--- config.mk ---
export PLATFORM = sky130hd
export DESIGN_NAME = psg_tone_noise_envelope_mixer
export DESIGN_NICKNAME = d
export VERILOG_FILES = /design/src/rtl/psg_pkg.sv /design/src/rtl/psg_div.sv /design/src/rtl/psg_tone_noise_envelope_mixer.sv
export SDC_FILE = /design/constraint.sdc
export NUM_CORES = 2
export LEC_CHECK = 0
export BUFFER_PORTS_ARGS = -buffer_cell sky130_fd_sc_hd__buf_4
export CORE_UTILIZATION = 57
export CTS_BUF_LIST = sky130_fd_sc_hd__clkbuf_8
export DETAILED_ROUTE_END_ITERATION = 10
export PLACE_DENSITY = 0.83
export REMOVE_ABC_BUFFERS = 1
export SLEW_MARGIN = 10
export SYNTH_ARGS = -nofsm -noshare
export SYNTH_HDL_FRONTEND = slang
export SYNTH_HIERARCHICAL = 1
export SYNTH_SLANG_ARGS = --single-unit
--- constraint.sdc ---
create_clock -name clk -period 9.85 [get_ports clk]
set_input_delay 1.97 -clock clk [delete_from_list [all_inputs] [get_ports clk]]
set_output_delay 1.97 -clock clk [all_outputs]
set_load 0.005 [all_outputs]
--- src/rtl/psg_pkg.sv ---
// shared constants, types and tables for the sound generator
package psg_pkg;

  localparam logic [31:0] BASE_RESET = 32'h28959bec;
  localparam logic [31:0] STEP_MAX = 32'h80000000;
  localparam int OVERSAMPLE_DEF = 16;

  localparam logic [1:0] OP_LATCH = 2'd0;
  localparam logic [1:0] OP_WRITE = 2'd1;
  localparam logic [1:0] OP_READ = 2'd2;
  localparam logic [1:0] OP_TICK = 2'd3;

  typedef struct packed {
    logic        start;
    logic [31:0] num;
    logic [31:0] den;
  } div_req_t;

  typedef struct packed {
    logic        done;
    logic [31:0] quo;
  } div_rsp_t;

  function automatic logic [13:0] level(input logic [3:0] i);
    logic [13:0] r;
    begin
      case (i)
        4'd0: r = 14'h0000;
        4'd1: r = 14'h004f;
        4'd2: r = 14'h00b4;
        4'd3: r = 14'h0133;
        4'd4: r = 14'h01d4;
        4'd5: r = 14'h029f;
        4'd6: r = 14'h03a1;
        4'd7: r = 14'h04e7;
        4'd8: r = 14'h0683;
        4'd9: r = 14'h088c;
        4'd10: r = 14'h0b1f;
        4'd11: r = 14'h0e62;
        4'd12: r = 14'h1281;
        4'd13: r = 14'h17b8;
        4'd14: r = 14'h1e50;
        default: r = 14'h26a9;
      endcase
      return r;
    end
  endfunction

  function automatic logic [7:0] wmask(input logic [3:0] i);
    logic [7:0] r;
    begin
      case (i)
        4'd1, 4'd3, 4'd5, 4'd13: r = 8'h0f;
        4'd6, 4'd8, 4'd9, 4'd10: r = 8'h1f;
        4'd7: r = 8'h3f;
        default: r = 8'hff;
      endcase
      return r;
    end
  endfunction

endpackage

--- src/rtl/psg_div.sv ---
// radix-2 restoring divider, one quotient bit per cycle
module psg_div (
  input  logic               clk,
  input  logic               rst,
  input  psg_pkg::div_req_t  req,
  output psg_pkg::div_rsp_t  rsp
);
  logic [31:0] quo;
  logic [31:0] rem;
  logic [31:0] den;
  logic [5:0]  cnt;
  logic        busy;
  logic        done;
  logic [32:0] trial;

  assign trial = {rem, quo[31]} - {1'b0, den};

  always_ff @(posedge clk) begin
    if (rst) begin
      busy <= 1'b0;
      done <= 1'b0;
      cnt <= '0;
    end else begin
      done <= 1'b0;
      if (req.start) begin
        busy <= 1'b1;
        quo <= req.num;
        rem <= '0;
        den <= req.den;
        cnt <= 6'd32;
      end else if (busy) begin
        if (!trial[32]) begin
          rem <= trial[31:0];
          quo <= {quo[30:0], 1'b1};
        end else begin
          rem <= {rem[30:0], quo[31]};
          quo <= {quo[30:0], 1'b0};
        end
        cnt <= cnt - 6'd1;
        if (cnt == 6'd1) begin
          busy <= 1'b0;
          done <= 1'b1;
        end
      end
    end
  end
  assign rsp = '{done, quo};
endmodule

--- src/rtl/psg_tone_noise_envelope_mixer.sv ---
// top level: register file, sequencer for ticks and step updates
// usage
//   items enter on opcode/data_in/ext_port_value with in_valid, in_stall
//   back to the sender; one result per item leaves on the output port with
//   out_valid, out_stall driven by the receiver
//   the phase step numerator is written over cfg_valid/cfg_ready; the user
//   must write it only while idle, and the block has no check for this
// sequence
//   latch and read pass straight to the result; a data write to a period
//   register waits on the one-bit-a-cycle divider for its new step
//   tick: the noise shifts (up to 8), envelope step, the tone substeps and
//   mixing, one per cycle through a shared adder, then filters and output
// reset
//   rst sets all but output data, port and work regs to power-on values
// stall
//   a result is held in the output register while out_stall is high; the
//   next item is only taken once the result has been transferred
module psg_tone_noise_envelope_mixer #(
  parameter int OVERSAMPLE = psg_pkg::OVERSAMPLE_DEF
) (
  input  logic               clk,
  input  logic               rst,
  input  logic               in_valid,
  output logic               in_stall,
  input  logic [1:0]         opcode,
  input  logic [7:0]         data_in,
  input  logic [7:0]         ext_port_value,
  output logic               out_valid,
  input  logic               out_stall,
  output logic [7:0]         read_data,
  output logic signed [20:0] sample_out,
  output logic               port_write_valid,
  output logic               port_select,
  output logic [7:0]         port_data,
  input  logic               cfg_valid,
  output logic               cfg_ready,
  input  logic [31:0]        cfg_data
);
  localparam int KW = $clog2(OVERSAMPLE + 1);

  typedef enum logic [3:0] {
    S_IDLE, S_DIV, S_NOISE, S_ENV, S_TONE, S_MIX, S_DC1, S_DC2, S_LP1, S_LP2, S_LP3,
    S_OUT, S_DONE
  } state_t;

  state_t state;
  logic [31:0] base;
  logic [3:0]  addr;
  logic [7:0]  regs [16];
  logic [31:0] tph [3];
  logic [31:0] tstep [3];
  logic [31:0] nph, nstep, estep, eph;
  logic [16:0] nshift;
  logic        nlevel;
  logic [3:0]  eshape;
  logic signed [19:0] dcv, lpv;
  logic [15:0] pmix;
  logic [1:0]  ch;
  logic [KW-1:0] k;
  logic [KW-1:0] tone;
  logic [15:0] mix;
  logic [3:0]  envvol;
  logic [1:0]  divsel;
  logic signed [47:0] acc;
  logic        lpneg;
  psg_pkg::div_req_t dreq;
  psg_pkg::div_rsp_t drsp;

  psg_div u_div (.clk(clk), .rst(rst), .req(dreq), .rsp(drsp));

  assign in_stall = (state != S_IDLE) || out_valid;
  assign cfg_ready = 1'b1;

  logic [7:0]  md;
  logic [15:0] per;
  logic [19:0] eper;
  logic [31:0] sph;
  logic [7:0]  en;
  logic        nen;
  logic [13:0] lvl;
  logic [7:0]  amp;
  logic [31:0] nsum;
  logic [31:0] esum;
  logic signed [47:0] dcq, dcsum, lpmag, lpq, lpsum, outp;
  logic [44:0] lpprod;

  always_comb begin
    md = data_in & psg_pkg::wmask(addr);
    per = {regs[{addr[3:1], 1'b1}], regs[{addr[3:1], 1'b0}]};
    if (addr[0]) per[15:8] = md; else per[7:0] = md;
    eper = {(addr == 4'd12 ? md : regs[12]), (addr == 4'd11 ? md : regs[11]), 4'd0};
    en = regs[7] >> ch;
    nen = en[3] | nlevel;
    sph = tph[ch] + (en[0] ? 32'd0 : tstep[ch]);
    amp = regs[{2'b10, ch}];
    lvl = amp[4] ? psg_pkg::level(envvol) : psg_pkg::level(amp[3:0]);
    nsum = nph + nstep;
    esum = eph + estep;
    // filter arithmetic, truncating toward zero
    dcq = (acc < 48'sd0) ? -((-acc) >>> 14) : (acc >>> 14);
    dcsum = $signed({32'd0, mix}) - $signed({32'd0, pmix}) + dcq;
    // divide by three as a reciprocal multiply on the magnitude
    lpmag = (acc < 48'sd0) ? -acc : acc;
    lpprod = 45'(lpmag[21:0]) * 45'd5592406;
    lpq = acc >>> 24;
    lpsum = 48'(lpv) + (lpneg ? -lpq : lpq);
    outp = 48'sd9 * 48'(lpv);
  end

  always_ff @(posedge clk) begin
    if (rst) begin
      state <= S_IDLE;
      base <= psg_pkg::BASE_RESET;
      addr <= '0;
      for (int i = 0; i < 16; i++) regs[i] <= '0;
      for (int i = 0; i < 3; i++) begin
        tph[i] <= '0;
        tstep[i] <= psg_pkg::STEP_MAX;
      end
      nph <= '0;
      nstep <= psg_pkg::STEP_MAX;
      nshift <= 17'd1;
      nlevel <= 1'b1;
      eshape <= 4'd9;
      estep <= psg_pkg::BASE_RESET >> 3;
      eph <= '0;
      dcv <= '0;
      lpv <= '0;
      pmix <= '0;
      out_valid <= 1'b0;
      dreq <= '0;
    end else begin
      if (cfg_valid) base <= cfg_data;
      if (out_valid && !out_stall) out_valid <= 1'b0;
      case (state)
        S_IDLE: begin
          if (in_valid && !in_stall) begin
            read_data <= '0;
            sample_out <= '0;
            port_write_valid <= 1'b0;
            port_select <= 1'b0;
            port_data <= '0;
            case (opcode)
              psg_pkg::OP_LATCH: begin
                addr <= data_in[3:0];
                state <= S_DONE;
              end
              psg_pkg::OP_WRITE: begin
                regs[addr] <= md;
                if (addr >= 4'd14) begin
                  port_write_valid <= 1'b1;
                  port_select <= addr[0];
                  port_data <= md;
                end
                state <= S_DONE;
                if (addr < 4'd6) begin
                  if (per > 16'd4) begin
                    dreq <= '{1'b1, base, {16'd0, per}};
                    divsel <= 2'd0;
                    ch <= addr[2:1];
                    state <= S_DIV;
                  end else tstep[addr[2:1]] <= psg_pkg::STEP_MAX;
                end else if (addr == 4'd6) begin
                  if (md > 8'd3) begin
                    dreq <= '{1'b1, base, {24'd0, md}};
                    divsel <= 2'd1;
                    state <= S_DIV;
                  end else nstep <= psg_pkg::STEP_MAX;
                end else if (addr == 4'd11 || addr == 4'd12) begin
                  dreq <= '{1'b1, base, (eper == 20'd0) ? 32'd8 : {12'd0, eper}};
                  divsel <= 2'd2;
                  state <= S_DIV;
                end else if (addr == 4'd13) begin
                  eshape <= (md < 8'd8) ? ((md < 8'd4) ? 4'd9 : 4'd15) : md[3:0];
                  eph <= '0;
                end
              end
              psg_pkg::OP_READ: begin
                if (addr >= 4'd14) begin
                  regs[addr] <= ext_port_value;
                  read_data <= ext_port_value;
                end else read_data <= regs[addr];
                state <= S_DONE;
              end
              default: begin
                nph <= nsum;
                state <= S_NOISE;
              end
            endcase
          end
        end
        S_DIV: begin
          dreq.start <= 1'b0;
          if (drsp.done) begin
            case (divsel)
              2'd0: tstep[ch] <= drsp.quo;
              2'd1: nstep <= drsp.quo;
              default: estep <= drsp.quo;
            endcase
            state <= S_DONE;
          end
        end
        S_NOISE: begin
          // one shift per phase unit overflow
          if (nph[31:28] != 4'd0) begin
            nph <= nph - 32'h10000000;
            nlevel <= nlevel ^ nshift[1] ^ nshift[0];
            nshift <= 17'(({1'b0, nshift} ^ (nshift[0] ? 18'h28000 : 18'h0)) >> 1);
          end else state <= S_ENV;
        end
        S_ENV: begin
          if (eshape[0] && esum[31:28] != 4'd0) eph <= 32'h10000000;
          else eph <= esum;
          ch <= 2'd0;
          k <= '0;
          tone <= '0;
          mix <= '0;
          state <= S_TONE;
        end
        S_TONE: begin
          if (k == KW'(0)) begin
            envvol <= eph[27:24] ^ {4{(eph[28] & (eshape[0] ^ eshape[1])) ^ ~eshape[2]}};
          end
          if (k == KW'(OVERSAMPLE)) begin
            acc <= 48'(tone) * 48'(lvl);
            state <= S_MIX;
          end else begin
            tph[ch] <= sph;
            tone <= tone + KW'((en[0] | sph[31]) & nen);
            k <= k + KW'(1);
          end
        end
        S_MIX: begin
          mix <= mix + 16'(acc[47:0] / OVERSAMPLE);
          k <= '0;
          tone <= '0;
          if (ch == 2'd2) state <= S_DC1;
          else ch <= ch + 2'd1;
          if (ch != 2'd2) state <= S_TONE;
        end
        S_DC1: begin
          acc <= 48'sd16359 * 48'(dcv);
          state <= S_DC2;
        end
        S_DC2: begin
          if (dcsum > 48'sd524287) dcv <= 20'sd524287;
          else if (dcsum < -48'sd524288) dcv <= -20'sd524288;
          else dcv <= 20'(dcsum);
          pmix <= mix;
          state <= S_LP1;
        end
        S_LP1: begin
          acc <= 48'sd2 * (48'(dcv) - 48'(lpv));
          state <= S_LP2;
        end
        S_LP2: begin
          acc <= $signed({3'd0, lpprod});
          lpneg <= acc < 48'sd0;
          state <= S_LP3;
        end
        S_LP3: begin
          if (lpsum > 48'sd524287) lpv <= 20'sd524287;
          else if (lpsum < -48'sd524288) lpv <= -20'sd524288;
          else lpv <= 20'(lpsum);
          state <= S_OUT;
        end
        S_OUT: begin
          if (outp > 48'sd1048575) sample_out <= 21'sd1048575;
          else if (outp < -48'sd1048576) sample_out <= -21'sd1048576;
          else sample_out <= 21'(outp);
          state <= S_DONE;
        end
        default: begin
          out_valid <= 1'b1;
          state <= S_IDLE;
        end
      endcase
    end
  end
endmodule

==> summary.txt <==
Outcome
  – Status: finished, final reports clean

Setup path
  – CP Data Arrival Time: approximately 10000 ps
  – Worst Path Required: about 10000 ps
  – Kind of critical path: reg2reg
  – Max stage delay cell, worst path: fa_1
  – FF-to-FF setup slack: around 420 ps
  – R2r worst-path depth: 29
  – Max stage delay on crit path: approximately 540 ps
  – R2R Path Start: acc[8]
  – Critical Path Fanout Max: 6
  – Startpoint types: flop
  – Stages on worst setup path: 29
  – CP Capture Type: flop
  – Worst path bufs/invs: 5
  – Most frequent CP cell: fa_1
  – CP top delay family: adder cells
  – Critical path origin: acc[8]

Floorplan
  – Overall die height: about 360 um
  – # IOs: 97
  – Total die area: 131000 sq um
  – # rows: 131
  – Die width: approximately 360 um
  – Core box area: around 130000 sq um
  – Initial Util: slightly below 60%

Synth
  – Synthesized flop and latch total: 929
  – Mean Syn Cell Area: between 9 and 10 sq um
  – Mapped Cells: 7642
  – Top_reg_cell synth: edfxtp_1
  – Post-synth EDFFs: 600
  – Yosys warning count: 6
  – Ys async rst share: 0%
  – Yosys cell types: between 100 and 150
  – Seq/Total Area, Yosys: about a third
  – Synthesized cell area: 74000 sq um

Timing
  – RSZ-0062 raised after global routing: no
  – Layout Skew: ~70 ps
  – Setup TNS Final: 0 ps
  – Period utilization: between 90% and 100%
  – Slew HR: ~15%
  – Fmax: 106 MHz
  – Pins Over Slew Limit: 0
  – Setup violators final: 0
  – Final critical path time including I/O delays and setup: ~9400 ps
  – Measured slew at the worst slew-check pin: ~1300 ps
  – Fin. Hold Viols: 0

CTS
  – Clock transition at path regs: around 70 ps
  – CTS sink cnt: between 900 and 1k
  – CTS buffer count: around 150
  – Hold Buf Count CTS: 0
  – Clock Root Buffer: clkbuf_8
  – Clk buf depth: 3
  – H-tree depth: 4
  – Clock tree from TritonCTS: built
  – Clk_lat worst skew: 900 ps

Route
  – Vias per cell: about 6.1
  – Vias: between 50k and 60k
  – First-pass iteration count of the detailed router: 6
  – Iteration-0 DRC count of the detailed router: ~5.4k
  – Routed wire length: roughly 200000 um
  – DR WL/cell: approximately 21 um
  – DR DRC count: 0
  – Final ANT Viol Nets: 0

Min path
  – Worst hold stages: 2
  – Min-delay src: nshift[2]
  – Worst Hold Class: reg2reg

GRT
  – Largest net degree at the start of global routing: 76
  – GRT overflow: 0
  – First-pass GRT wire length: ~320000 um
  – GRT Util Overall: between 30% and 40%
  – Vias in the first global route: slightly below 60k
  – Initial antenna violation count: 2

Cells and area
  – P&R area growth vs syn: 7.60%
  – Fill cells: a little over 10k
  – Multi-input gate area: ~45000 sq um
  – Register area: approximately 25000 sq um
  – Layout cells sized above 1: ~8.6%
  – Most common cell after layout, fill and taps aside: inv_1
  – # nets final: about 9k
  – Most frequent cells in the layout: inv_1, nand2_1, nor2_1, ha_1, edfxtp_1

Placed design
  – Port Buffers: 95
  – Routability cong.: just under 1
  – Post-DP HPWL: approximately 150000 um

Job
  – Max cap viols: 0
[worst reg2reg max path: cells and delay by family, from the launching register on]
| family | cells | cell delay, ps |
|---|---|---|
| AOI/OAI and AO/OA | 8 | 2130 |
| xor gates and xnor gates | 2 | 360 |
| adders and majority gates | 8 | 3730 |
| buffers and inverters | 5 | 430 |
| DFF | 1 | 490 |
| and+or+nand+nor | 6 | 2020 |
[registers in the layout (all words and copies together), names as in the netlist, 46 cells and up, named ones only]
register and flops:
regs 128, tph 128, tstep 128, dreq 53, acc 46
[path summary, 6_finish.rpt]
path | end
max | acc[44]
min reg2reg | nshift[1]
max reg2reg | acc[44]
min | nshift[1]
[cell usage after synthesis, types with 93 or more instances]
library cell  count  share of area [%]
inv_1           742                3.8
nand2_1         739                3.7
nor2_1          710                3.6
ha_1            683                 12
edfxtp_1        600                 24
a21oi_1         517                3.5
fa_1            379                 10
dfxtp_1         329                8.9
xnor2_1         288                3.4
o21ai_0         286                1.9
clkbuf_1        271                1.4
a21o_1          178                1.8
xor2_1          151                1.8
mux4_2          144                4.4
nand3_1         141               0.95
nor3_1          121               0.82
nor2b_1         110               0.93
a211oi_1        100                1.0
nand2b_1         93               0.79
[through the flow]
| step | hold WS [ps] | util (%) | std cells | setup WS, ps | cell area (sq um) |
|---|---|---|---|---|---|
| 6_report | 410 | 62.1 | 9530 | 421 | 79700 |
| 5_1_grt | 434 | 62.1 | 9529 | 35.3 | 79700 |
| 4_1_cts | 410 | 62.1 | 9528 | 333 | 79600 |
| 3_5_place_dp | 413 | 59.7 | 9243 | 395 | 76500 |
| 3_3_place_gp | 408 | 59.7 | 9243 | 457 | 76500 |
| 2_1_floorplan | 403 | - | 7326 | 907 | 72800 |
[cell families after synthesis]
| group | count (synthesis) | share of synthesized area [%] |
|---|---|---|
| compound gates | 1573 | 13.7 |
| xor+xnor | 442 | 5.28 |
| fa+ha+maj | 1062 | 21.8 |
| buf+inv | 1070 | 5.50 |
| flops | 929 | 33.2 |
| mux | 256 | 5.96 |
| other cells | 2 | 0.0101 |
| simple gates | 2308 | 14.5 |
[layer usage]
| layer | routed length [um] | GRT usage, % | share of wire, % | vias to the layer above |
|---|---|---|---|---|
| li1 | - | - | - | 26936 |
| met1 | 78400 | 38.0 | 39 | 28185 |
| met2 | 94400 | 50.2 | 47 | 2463 |
| met3 | 14600 | 4.99 | 7.3 | 602 |
| met4 | 11700 | 16.7 | 5.9 | 0 |
| met5 | 0 | 0 | 0 | - |
[final cells by class]
cell class | count | area share, %
Sequential cell | 929 | 30.9
Clock buffer | 165 | 2.85
Antenna cell | 2 | 0.00628
Timing Repair Buffer | 188 | 1.78
Tap cell | 1729 | 2.72
Multi-Input combinational cell | 5654 | 57.1
Clock inverter | 120 | 1.13
Inverter | 743 | 3.50
[timing repair]
item,CTS,global route
buffers inserted,0,0
gates resized for setup,0,2
endpoints found under the setup margin,0,4
Power is not shown: default switching activity piles up to over one toggle a cycle in this logic, so the estimate is an artifact.
